## config.mk

```make
export PLATFORM = sky130hd
export DESIGN_NAME = natural_merge_sorter_top
export DESIGN_NICKNAME = d
export VERILOG_FILES = /design/src/hw/rtl/nms_pkg.sv /design/src/hw/rtl/natural_merge_sorter_top.sv /design/src/hw/rtl/nms_cell.sv
export SDC_FILE = /design/constraint.sdc
export NUM_CORES = 2
export LEC_CHECK = 0
export BUFFER_PORTS_ARGS = -buffer_cell sky130_fd_sc_hd__buf_4
export CAP_MARGIN = 0
export CORE_MARGIN = 2
export CORE_UTILIZATION = 50
export CTS_CLUSTER_SIZE = 25
export DETAILED_ROUTE_END_ITERATION = 16
export HOLD_SLACK_MARGIN = 0.05
export PLACE_DENSITY = 0.72
export SYNTH_ARGS = -nofsm -noshare
export SYNTH_HDL_FRONTEND = slang
export SYNTH_SLANG_ARGS = --single-unit
```

## constraint.sdc

```tcl
create_clock -name clk -period 13.5 [get_ports clk]
set_input_delay 2.7 -clock clk [delete_from_list [all_inputs] [get_ports clk]]
set_output_delay 2.7 -clock clk [all_outputs]
set_load 0.01 [all_outputs]
```

## src/hw/rtl/nms_pkg.sv

```systemverilog
// ----------------------------------------------------------------------------
// nms_pkg: shared types and constants of the natural merge sorter
// Set capacity, data width, the beat passed between sort cells and the
// controller state encoding.
// ----------------------------------------------------------------------------
package nms_pkg;

  // Capacity of one set (legal range 2 to 64)
  localparam int SET_SIZE = 16;
  localparam int DATA_W   = 32;
  // Counter wide enough to hold SET_SIZE itself
  localparam int CNT_W    = $clog2(SET_SIZE + 1);

  // One value travelling along the cell chain
  typedef struct packed {
    logic                     valid;
    logic signed [DATA_W-1:0] value;
  } cell_beat_t;

  // Controller states
  typedef enum logic [1:0] {
    ST_LOAD,
    ST_SETTLE,
    ST_EMIT
  } sort_state_t;

endpackage

```

## src/hw/rtl/natural_merge_sorter_top.sv

```systemverilog
// ----------------------------------------------------------------------------
// natural_merge_sorter_top: sorts sets of signed 32-bit values
// Collects a set through the input channel, sorts it ascending in a chain of
// compare-and-exchange cells and streams it out with the final beat marked.
// ----------------------------------------------------------------------------
// Usage:
//   Input beats (in_value, in_is_last) are taken one per cycle while the
//   block is loading; each beat enters the head cell, and larger values
//   ripple one cell per cycle down the chain of nms_pkg::SET_SIZE cells.
//   Beats beyond SET_SIZE in one set are dropped and flag out_overflow on
//   every result beat of that set.
//   After the beat with in_is_last, in_stall rises and stays high while the
//   last carries drain down the chain and while the sorted set then leaves
//   the head cell at one beat per cycle whenever out_stall is low.
//   A set of n values goes through three phases: load, settle and emit.
//   out_last_out marks the final beat of the set.
//   When out_stall is high while the output register holds a beat, the
//   output register and the chain hold; the block accepts a new set as soon
//   as the last result sits in the output register. Synchronous reset
//   empties the chain, clears the counters and drops any pending result.
// ----------------------------------------------------------------------------
module natural_merge_sorter_top (
  input  logic                             clk,
  input  logic                             rst_n,
  input  logic                             in_valid,
  output logic                             in_stall,
  input  logic signed [nms_pkg::DATA_W-1:0] in_value,
  input  logic                             in_is_last,
  output logic                             out_valid,
  input  logic                             out_stall,
  output logic signed [nms_pkg::DATA_W-1:0] out_sorted_value,
  output logic                             out_last_out,
  output logic                             out_overflow
);

  localparam int N = nms_pkg::SET_SIZE;

  nms_pkg::sort_state_t state_r, state_nxt;

  logic [nms_pkg::CNT_W-1:0]         fill_r, fill_nxt;
  logic [nms_pkg::CNT_W-1:0]         left_r, left_nxt;
  logic                             ovf_r, ovf_nxt;
  logic                             out_valid_r, out_valid_nxt;
  logic signed [nms_pkg::DATA_W-1:0] out_value_r, out_value_nxt;
  logic                             out_last_r, out_last_nxt;
  logic                             out_ovf_r, out_ovf_nxt;

  logic                             in_accept;
  logic                             store;
  logic                             pop;
  logic                             shift_en;
  logic                             any_carry;

  nms_pkg::cell_beat_t head_in;
  nms_pkg::cell_beat_t own  [N];
  nms_pkg::cell_beat_t cout [N];
  logic [N-1:0]        carry_bits;
  logic [N-1:0]        own_bits;

  // Cell chain
  for (genvar i = 0; i < N; i++) begin : g_cell
    nms_pkg::cell_beat_t cin_i;
    nms_pkg::cell_beat_t nbr_i;
    if (i == 0) begin : g_head
      assign cin_i = head_in;
    end else begin : g_body
      assign cin_i = cout[i-1];
    end
    if (i == N - 1) begin : g_tail
      assign nbr_i.valid = 1'b0;
      assign nbr_i.value = '0;
    end else begin : g_mid
      assign nbr_i = own[i+1];
    end
    nms_cell u_cell (
      .clk      (clk),
      .rst_n    (rst_n),
      .shift_en (shift_en),
      .cin      (cin_i),
      .nbr      (nbr_i),
      .own      (own[i]),
      .cout     (cout[i])
    );
    assign carry_bits[i] = cout[i].valid;
    assign own_bits[i]   = own[i].valid;
  end

  assign any_carry = |carry_bits;

  // Next state
  always_comb begin
    state_nxt = state_r;
    unique case (state_r)
      nms_pkg::ST_LOAD: begin
        if (in_valid && in_is_last) state_nxt = nms_pkg::ST_SETTLE;
      end
      nms_pkg::ST_SETTLE: begin
        if (!any_carry) state_nxt = nms_pkg::ST_EMIT;
      end
      nms_pkg::ST_EMIT: begin
        if (pop && left_r == nms_pkg::CNT_W'(1)) state_nxt = nms_pkg::ST_LOAD;
      end
      default: state_nxt = nms_pkg::ST_LOAD;
    endcase
  end

  // State outputs
  always_comb begin
    in_stall = 1'b1;
    pop      = 1'b0;
    unique case (state_r)
      nms_pkg::ST_LOAD:   in_stall = 1'b0;
      nms_pkg::ST_SETTLE: in_stall = 1'b1;
      nms_pkg::ST_EMIT:   pop = !out_valid_r || !out_stall;
      default:            in_stall = 1'b1;
    endcase
  end

  assign in_accept     = in_valid && !in_stall;
  assign store         = in_accept && (fill_r < nms_pkg::CNT_W'(N));
  assign shift_en      = pop;
  assign head_in.valid = store;
  assign head_in.value = in_value;

  // Counters, overflow flag and output register
  always_comb begin
    fill_nxt      = fill_r;
    left_nxt      = left_r;
    ovf_nxt       = ovf_r;
    out_valid_nxt = out_valid_r;
    out_value_nxt = out_value_r;
    out_last_nxt  = out_last_r;
    out_ovf_nxt   = out_ovf_r;
    if (out_valid_r && !out_stall) out_valid_nxt = 1'b0;
    if (in_accept) begin
      if (store) fill_nxt = fill_r + nms_pkg::CNT_W'(1);
      else       ovf_nxt  = 1'b1;
      if (in_is_last) left_nxt = store ? fill_r + nms_pkg::CNT_W'(1) : fill_r;
    end
    if (pop) begin
      out_valid_nxt = 1'b1;
      out_value_nxt = own[0].value;
      out_last_nxt  = (left_r == nms_pkg::CNT_W'(1));
      out_ovf_nxt   = ovf_r;
      left_nxt      = left_r - nms_pkg::CNT_W'(1);
      if (left_r == nms_pkg::CNT_W'(1)) begin
        fill_nxt = '0;
        ovf_nxt  = 1'b0;
      end
    end
  end

  // Control registers
  always_ff @(posedge clk) begin
    if (!rst_n) begin
      state_r     <= nms_pkg::ST_LOAD;
      fill_r      <= '0;
      left_r      <= '0;
      ovf_r       <= 1'b0;
      out_valid_r <= 1'b0;
    end else begin
      state_r     <= state_nxt;
      fill_r      <= fill_nxt;
      left_r      <= left_nxt;
      ovf_r       <= ovf_nxt;
      out_valid_r <= out_valid_nxt;
    end
  end

  // Output payload
  always_ff @(posedge clk) begin
    out_value_r <= out_value_nxt;
    out_last_r  <= out_last_nxt;
    out_ovf_r   <= out_ovf_nxt;
  end

  assign out_valid        = out_valid_r;
  assign out_sorted_value = out_value_r;
  assign out_last_out     = out_last_r;
  assign out_overflow     = out_ovf_r;

  // Every popped beat comes from an occupied head cell
  a_pop_head_valid: assert property (@(posedge clk) disable iff (!rst_n)
    pop |-> own[0].valid)
    else $error("emit from empty head cell");

  // The chain is empty once the final beat of a set has left
  a_chain_empty: assert property (@(posedge clk) disable iff (!rst_n)
    (pop && left_r == nms_pkg::CNT_W'(1)) |=> (own_bits == '0))
    else $error("chain not empty after final beat");

  // No value ever falls off the tail of the chain
  a_no_tail_carry: assert property (@(posedge clk) disable iff (!rst_n)
    !cout[N-1].valid)
    else $error("carry out of the last cell");

  // Fill count stays within capacity
  a_fill_bound: assert property (@(posedge clk) disable iff (!rst_n)
    fill_r <= nms_pkg::CNT_W'(N))
    else $error("fill count above set size");

endmodule

```

## src/hw/rtl/nms_cell.sv

```systemverilog
// ----------------------------------------------------------------------------
// nms_cell: one stage of the insertion sort chain
// Keeps the smaller of its stored value and the incoming beat and hands the
// larger one to the next cell via a register; shifts toward the head on emit.
// ----------------------------------------------------------------------------
module nms_cell (
  input  logic                clk,
  input  logic                rst_n,
  input  logic                shift_en,
  input  nms_pkg::cell_beat_t cin,
  input  nms_pkg::cell_beat_t nbr,
  output nms_pkg::cell_beat_t own,
  output nms_pkg::cell_beat_t cout
);

  logic                             own_valid_r;
  logic                             own_valid_nxt;
  logic signed [nms_pkg::DATA_W-1:0] own_value_r;
  logic signed [nms_pkg::DATA_W-1:0] own_value_nxt;
  logic                             cout_valid_r;
  logic                             cout_valid_nxt;
  logic signed [nms_pkg::DATA_W-1:0] cout_value_r;
  logic signed [nms_pkg::DATA_W-1:0] cout_value_nxt;

  // Compare and exchange, or shift toward the head on emit
  always_comb begin
    own_valid_nxt  = own_valid_r;
    own_value_nxt  = own_value_r;
    cout_valid_nxt = 1'b0;
    cout_value_nxt = cout_value_r;
    if (shift_en) begin
      own_valid_nxt = nbr.valid;
      own_value_nxt = nbr.value;
    end else if (cin.valid) begin
      if (!own_valid_r) begin
        own_valid_nxt = 1'b1;
        own_value_nxt = cin.value;
      end else if (cin.value < own_value_r) begin
        own_value_nxt  = cin.value;
        cout_valid_nxt = 1'b1;
        cout_value_nxt = own_value_r;
      end else begin
        cout_valid_nxt = 1'b1;
        cout_value_nxt = cin.value;
      end
    end
  end

  // Control bits
  always_ff @(posedge clk) begin
    if (!rst_n) begin
      own_valid_r  <= 1'b0;
      cout_valid_r <= 1'b0;
    end else begin
      own_valid_r  <= own_valid_nxt;
      cout_valid_r <= cout_valid_nxt;
    end
  end

  // Payload
  always_ff @(posedge clk) begin
    own_value_r  <= own_value_nxt;
    cout_value_r <= cout_value_nxt;
  end

  assign own.valid  = own_valid_r;
  assign own.value  = own_value_r;
  assign cout.valid = cout_valid_r;
  assign cout.value = cout_value_r;

endmodule
```

==> flow_summary.ini <==
[run_status]
status = finished, final reports clean

[min_path]
hp-class = register to register

[cells_and_area]
final_area_mm2 = 0.0671
syn_to_final_growth_pct = 10.0
fin_nets = 6151
drive_above_1_share_pct = 12.1
n_antenna_cell = 0
postLayoutCoreUtil_pct = 55.2

[timing]
relSlewSlack_pct = 20.3
worst_slew_pin_slew_ns = 1.20
timing.setup.tns_ns = 0
fin_skew_ns = 0.0253
finalHoldViolCount = 0
finalCritPeriodShare_pct = 46.2
rsz0062_at_grt = false
setup_slack_ns = 7.26
finalSetupViolations = 0
drv_slew = 0
fin_crit_ns = 6.24
max_freq_mhz = 160

[setup_path]
max_stage_delay_ns = 0.93
end_kind = register
critPathMaxFanout = 209
crit_chain = buf_4 -> nand2_1 -> nand2b_4 -> buf_4 -> buf_12 -> buf_4 -> nand3b_1 -> nor3_1 -> nor3_2 -> buf_4
arrival_ns = 6.64
required_ns = 13.90
cp-start-kind = primary input
critPathTopFamily = buffers and inverters
slowest_stage = buf_4
cp_common_cell = buf_4
critPathBufInv = 5
critical_path_class = primary input to register

[die]
dieHeight_um = 353
initial_core_util_pct = 50.2
ioPinCount = 73
core_mm2 = 0.121
die_area_mm2 = 0.125
die_x_um = 353
fp-row-count = 128

[logic_synthesis]
yosys.area.top_type = edfxtp_1
synthAdderAreaFrac_pct = 10.2
async_flop_share_pct = 0
yosysSeqAreaShare_pct = 51.5
synth_top_area_share_pct = 49.0
syn_inst = 5666
synth.distinct_cells = 72
synthSimpleGateAreaFrac_pct = 13.6
synthMuxAreaShare_pct = 6.45
synth_edf_count = 994
synthXorXnorAreaFrac_pct = 0.0431
syn_area_mm2 = 0.0610
post-synth-top-count-cell = edfxtp_1
synth.net_count = 6202
synth.avg_cell_area_um2 = 10.8
ys_top_cells_by_count = edfxtp_1, nand2_1, o21ai_0
ys_seq_elements = 1072
synth_top_family_by_area = simple AND/OR/NAND/NOR gates
ys.flop_type = edfxtp_1
ys_warn_count = 0
synth_compound_area_share_pct = 13.0
synthTopCellsByArea = edfxtp_1, ha_1, nand2_1

[clocking]
clock_path_buffers = 3
cts_buffers = 113
path_clk_slew_ns = 0.06
clockRootBuffer = clkbuf_16
post_cts_buffers = 0
hold_buffers = 0
clk_latency_ns = 0.72
cts_tree = done
h-tree-depth = 3
clock_sinks = 1072
cts_resized = 0

[global_routing]
grt_pass1_vias = 42400
grt_max_degree = 210
grt-ovfl-total = 0
track_usage_pct = 22.8
grt_pass1_wl_um = 231000
antenna_found_initial = 2

[detailed_routing]
wl_per_cell_um = 19.9
ant_nets = 0
detail_route.wirelength_um = 146000
viasPerCell = 5.89
drc = 0
drt_iter0_markers = 4188
first_pass_iters = 6
vias = 43200

[flow_run]
max_cap_violations = 0

[power]
ir_drop_v = 0.000114
power.static_leakage_uw = 0.0271
p_per_area_mw_per_mm2 = 115

[placement]
numPortBuffers = 72
placed_cell_area_mm2 = 0.0632
hpwl_um = 103000
gp_congestion = 0.872
dp_worst_setup_slack_ns = 6.57
per-stage QoR:
step	hold WS [ns]	power, µW	instances
2_1_floorplan	0.409	4330	5666
3_3_place_gp	0.442	4500	7125
3_5_place_dp	0.448	4530	7125
4_1_cts	0.460	7780	7340
5_1_grt	0.473	7980	7340
6_report	0.458	7730	7340
cells in the final DEF, fill, tap and decap left out, types with 14 or more instances in the layout:
cell / instances
a2111oi_0: 14
a211o_1: 39
a211oi_1: 27
a21o_1: 89
a21oi_1: 149
a22o_1: 32
a22oi_1: 128
a311o_1: 93
buf_4: 143
bufinv_16: 14
clkbuf_1: 26
clkbuf_16: 117
clkinv_2: 20
dfxtp_1: 78
edfxtp_1: 994
ha_1: 494
inv_1: 513
mux2_2: 303
mux2i_1: 35
nand2_1: 916
nand2b_1: 217
nand3_1: 34
nand3b_1: 37
nand4_1: 96
nand4b_1: 32
nor2_1: 115
nor2b_1: 17
nor3_1: 38
nor3b_1: 17
nor4b_1: 92
o211ai_1: 14
o21a_1: 20
o21ai_0: 538
where the power goes:
| group | switching [µW] | internal [µW] |
|---|---|---|
| Combinational | 401 | 259 |
| Sequential | 59.8 | 3750 |
| Clock | 1360 | 1900 |
| Total | 1820 | 5910 |
final cells by class:
cell class	instances	area, µm²
sequential	1072	31400
multi-input combinational	3770	26700
fill	10200	54300
clock buffer	151	3140
timing repair buffer	144	1090
tap	1625	2030
inverter	514	1930
clock inverter	64	734
path summary, 6_finish.rpt:
path	startpoint	endpoint	slack, ns	cells past startpoint
max reg2reg	state_r[0]$_SDFFE_PN0P_	g_cell[7].u_cell.own_value_r[16]$_DFFE_PP_	8.84	9
max	out_stall	g_cell[7].u_cell.own_value_r[16]$_DFFE_PP_	7.26	10
min reg2reg	g_cell[15].u_cell.own_value_r[11]$_SDFFE_PP0P_	g_cell[15].u_cell.own_value_r[11]$_SDFFE_PP0P_	0.46	2
min	g_cell[15].u_cell.own_value_r[11]$_SDFFE_PP0P_	g_cell[15].u_cell.own_value_r[11]$_SDFFE_PP0P_	0.46	2
layer usage:
layer | track usage, % | up-vias | share of wire, %
li1 | - | 20600 | -
met1 | 30.7 | 21100 | 43
met2 | 39.2 | 1285 | 50
met3 | 2.78 | 228 | 5.2
met4 | 5.86 | 0 | 2.3
met5 | 0 | - | 0
worst min-delay path, cell delays in order, from the launching register on:
cell and delay (ns):
dfxtp_1 0.31, nand2_1 0.05, mux2i_1 0.05
cell families after synthesis:
group                    after synthesis
AND/OR/NAND/NOR                     1688
AO/OA/AOI/OAI                       1227
flip-flops                          1072
buffers and inverters                824
adder cells (fa/ha/maj)              499
multiplexers                         353
XOR/XNOR                               3
flip-flops by register name, indices dropped and copies added, names as in the netlist:
register / cells
fill_r: 5
g_cell.u_cell.cout_valid_r: 16
g_cell.u_cell.cout_value_r: 480
g_cell.u_cell.own_valid_r: 16
g_cell.u_cell.own_value_r: 512
left_r: 5
out_last_out: 1
out_overflow: 1
out_sorted_value: 32
out_valid: 1
ovf_r: 1
state_r: 2
Note: power is estimated with default switching activity, not from simulation.
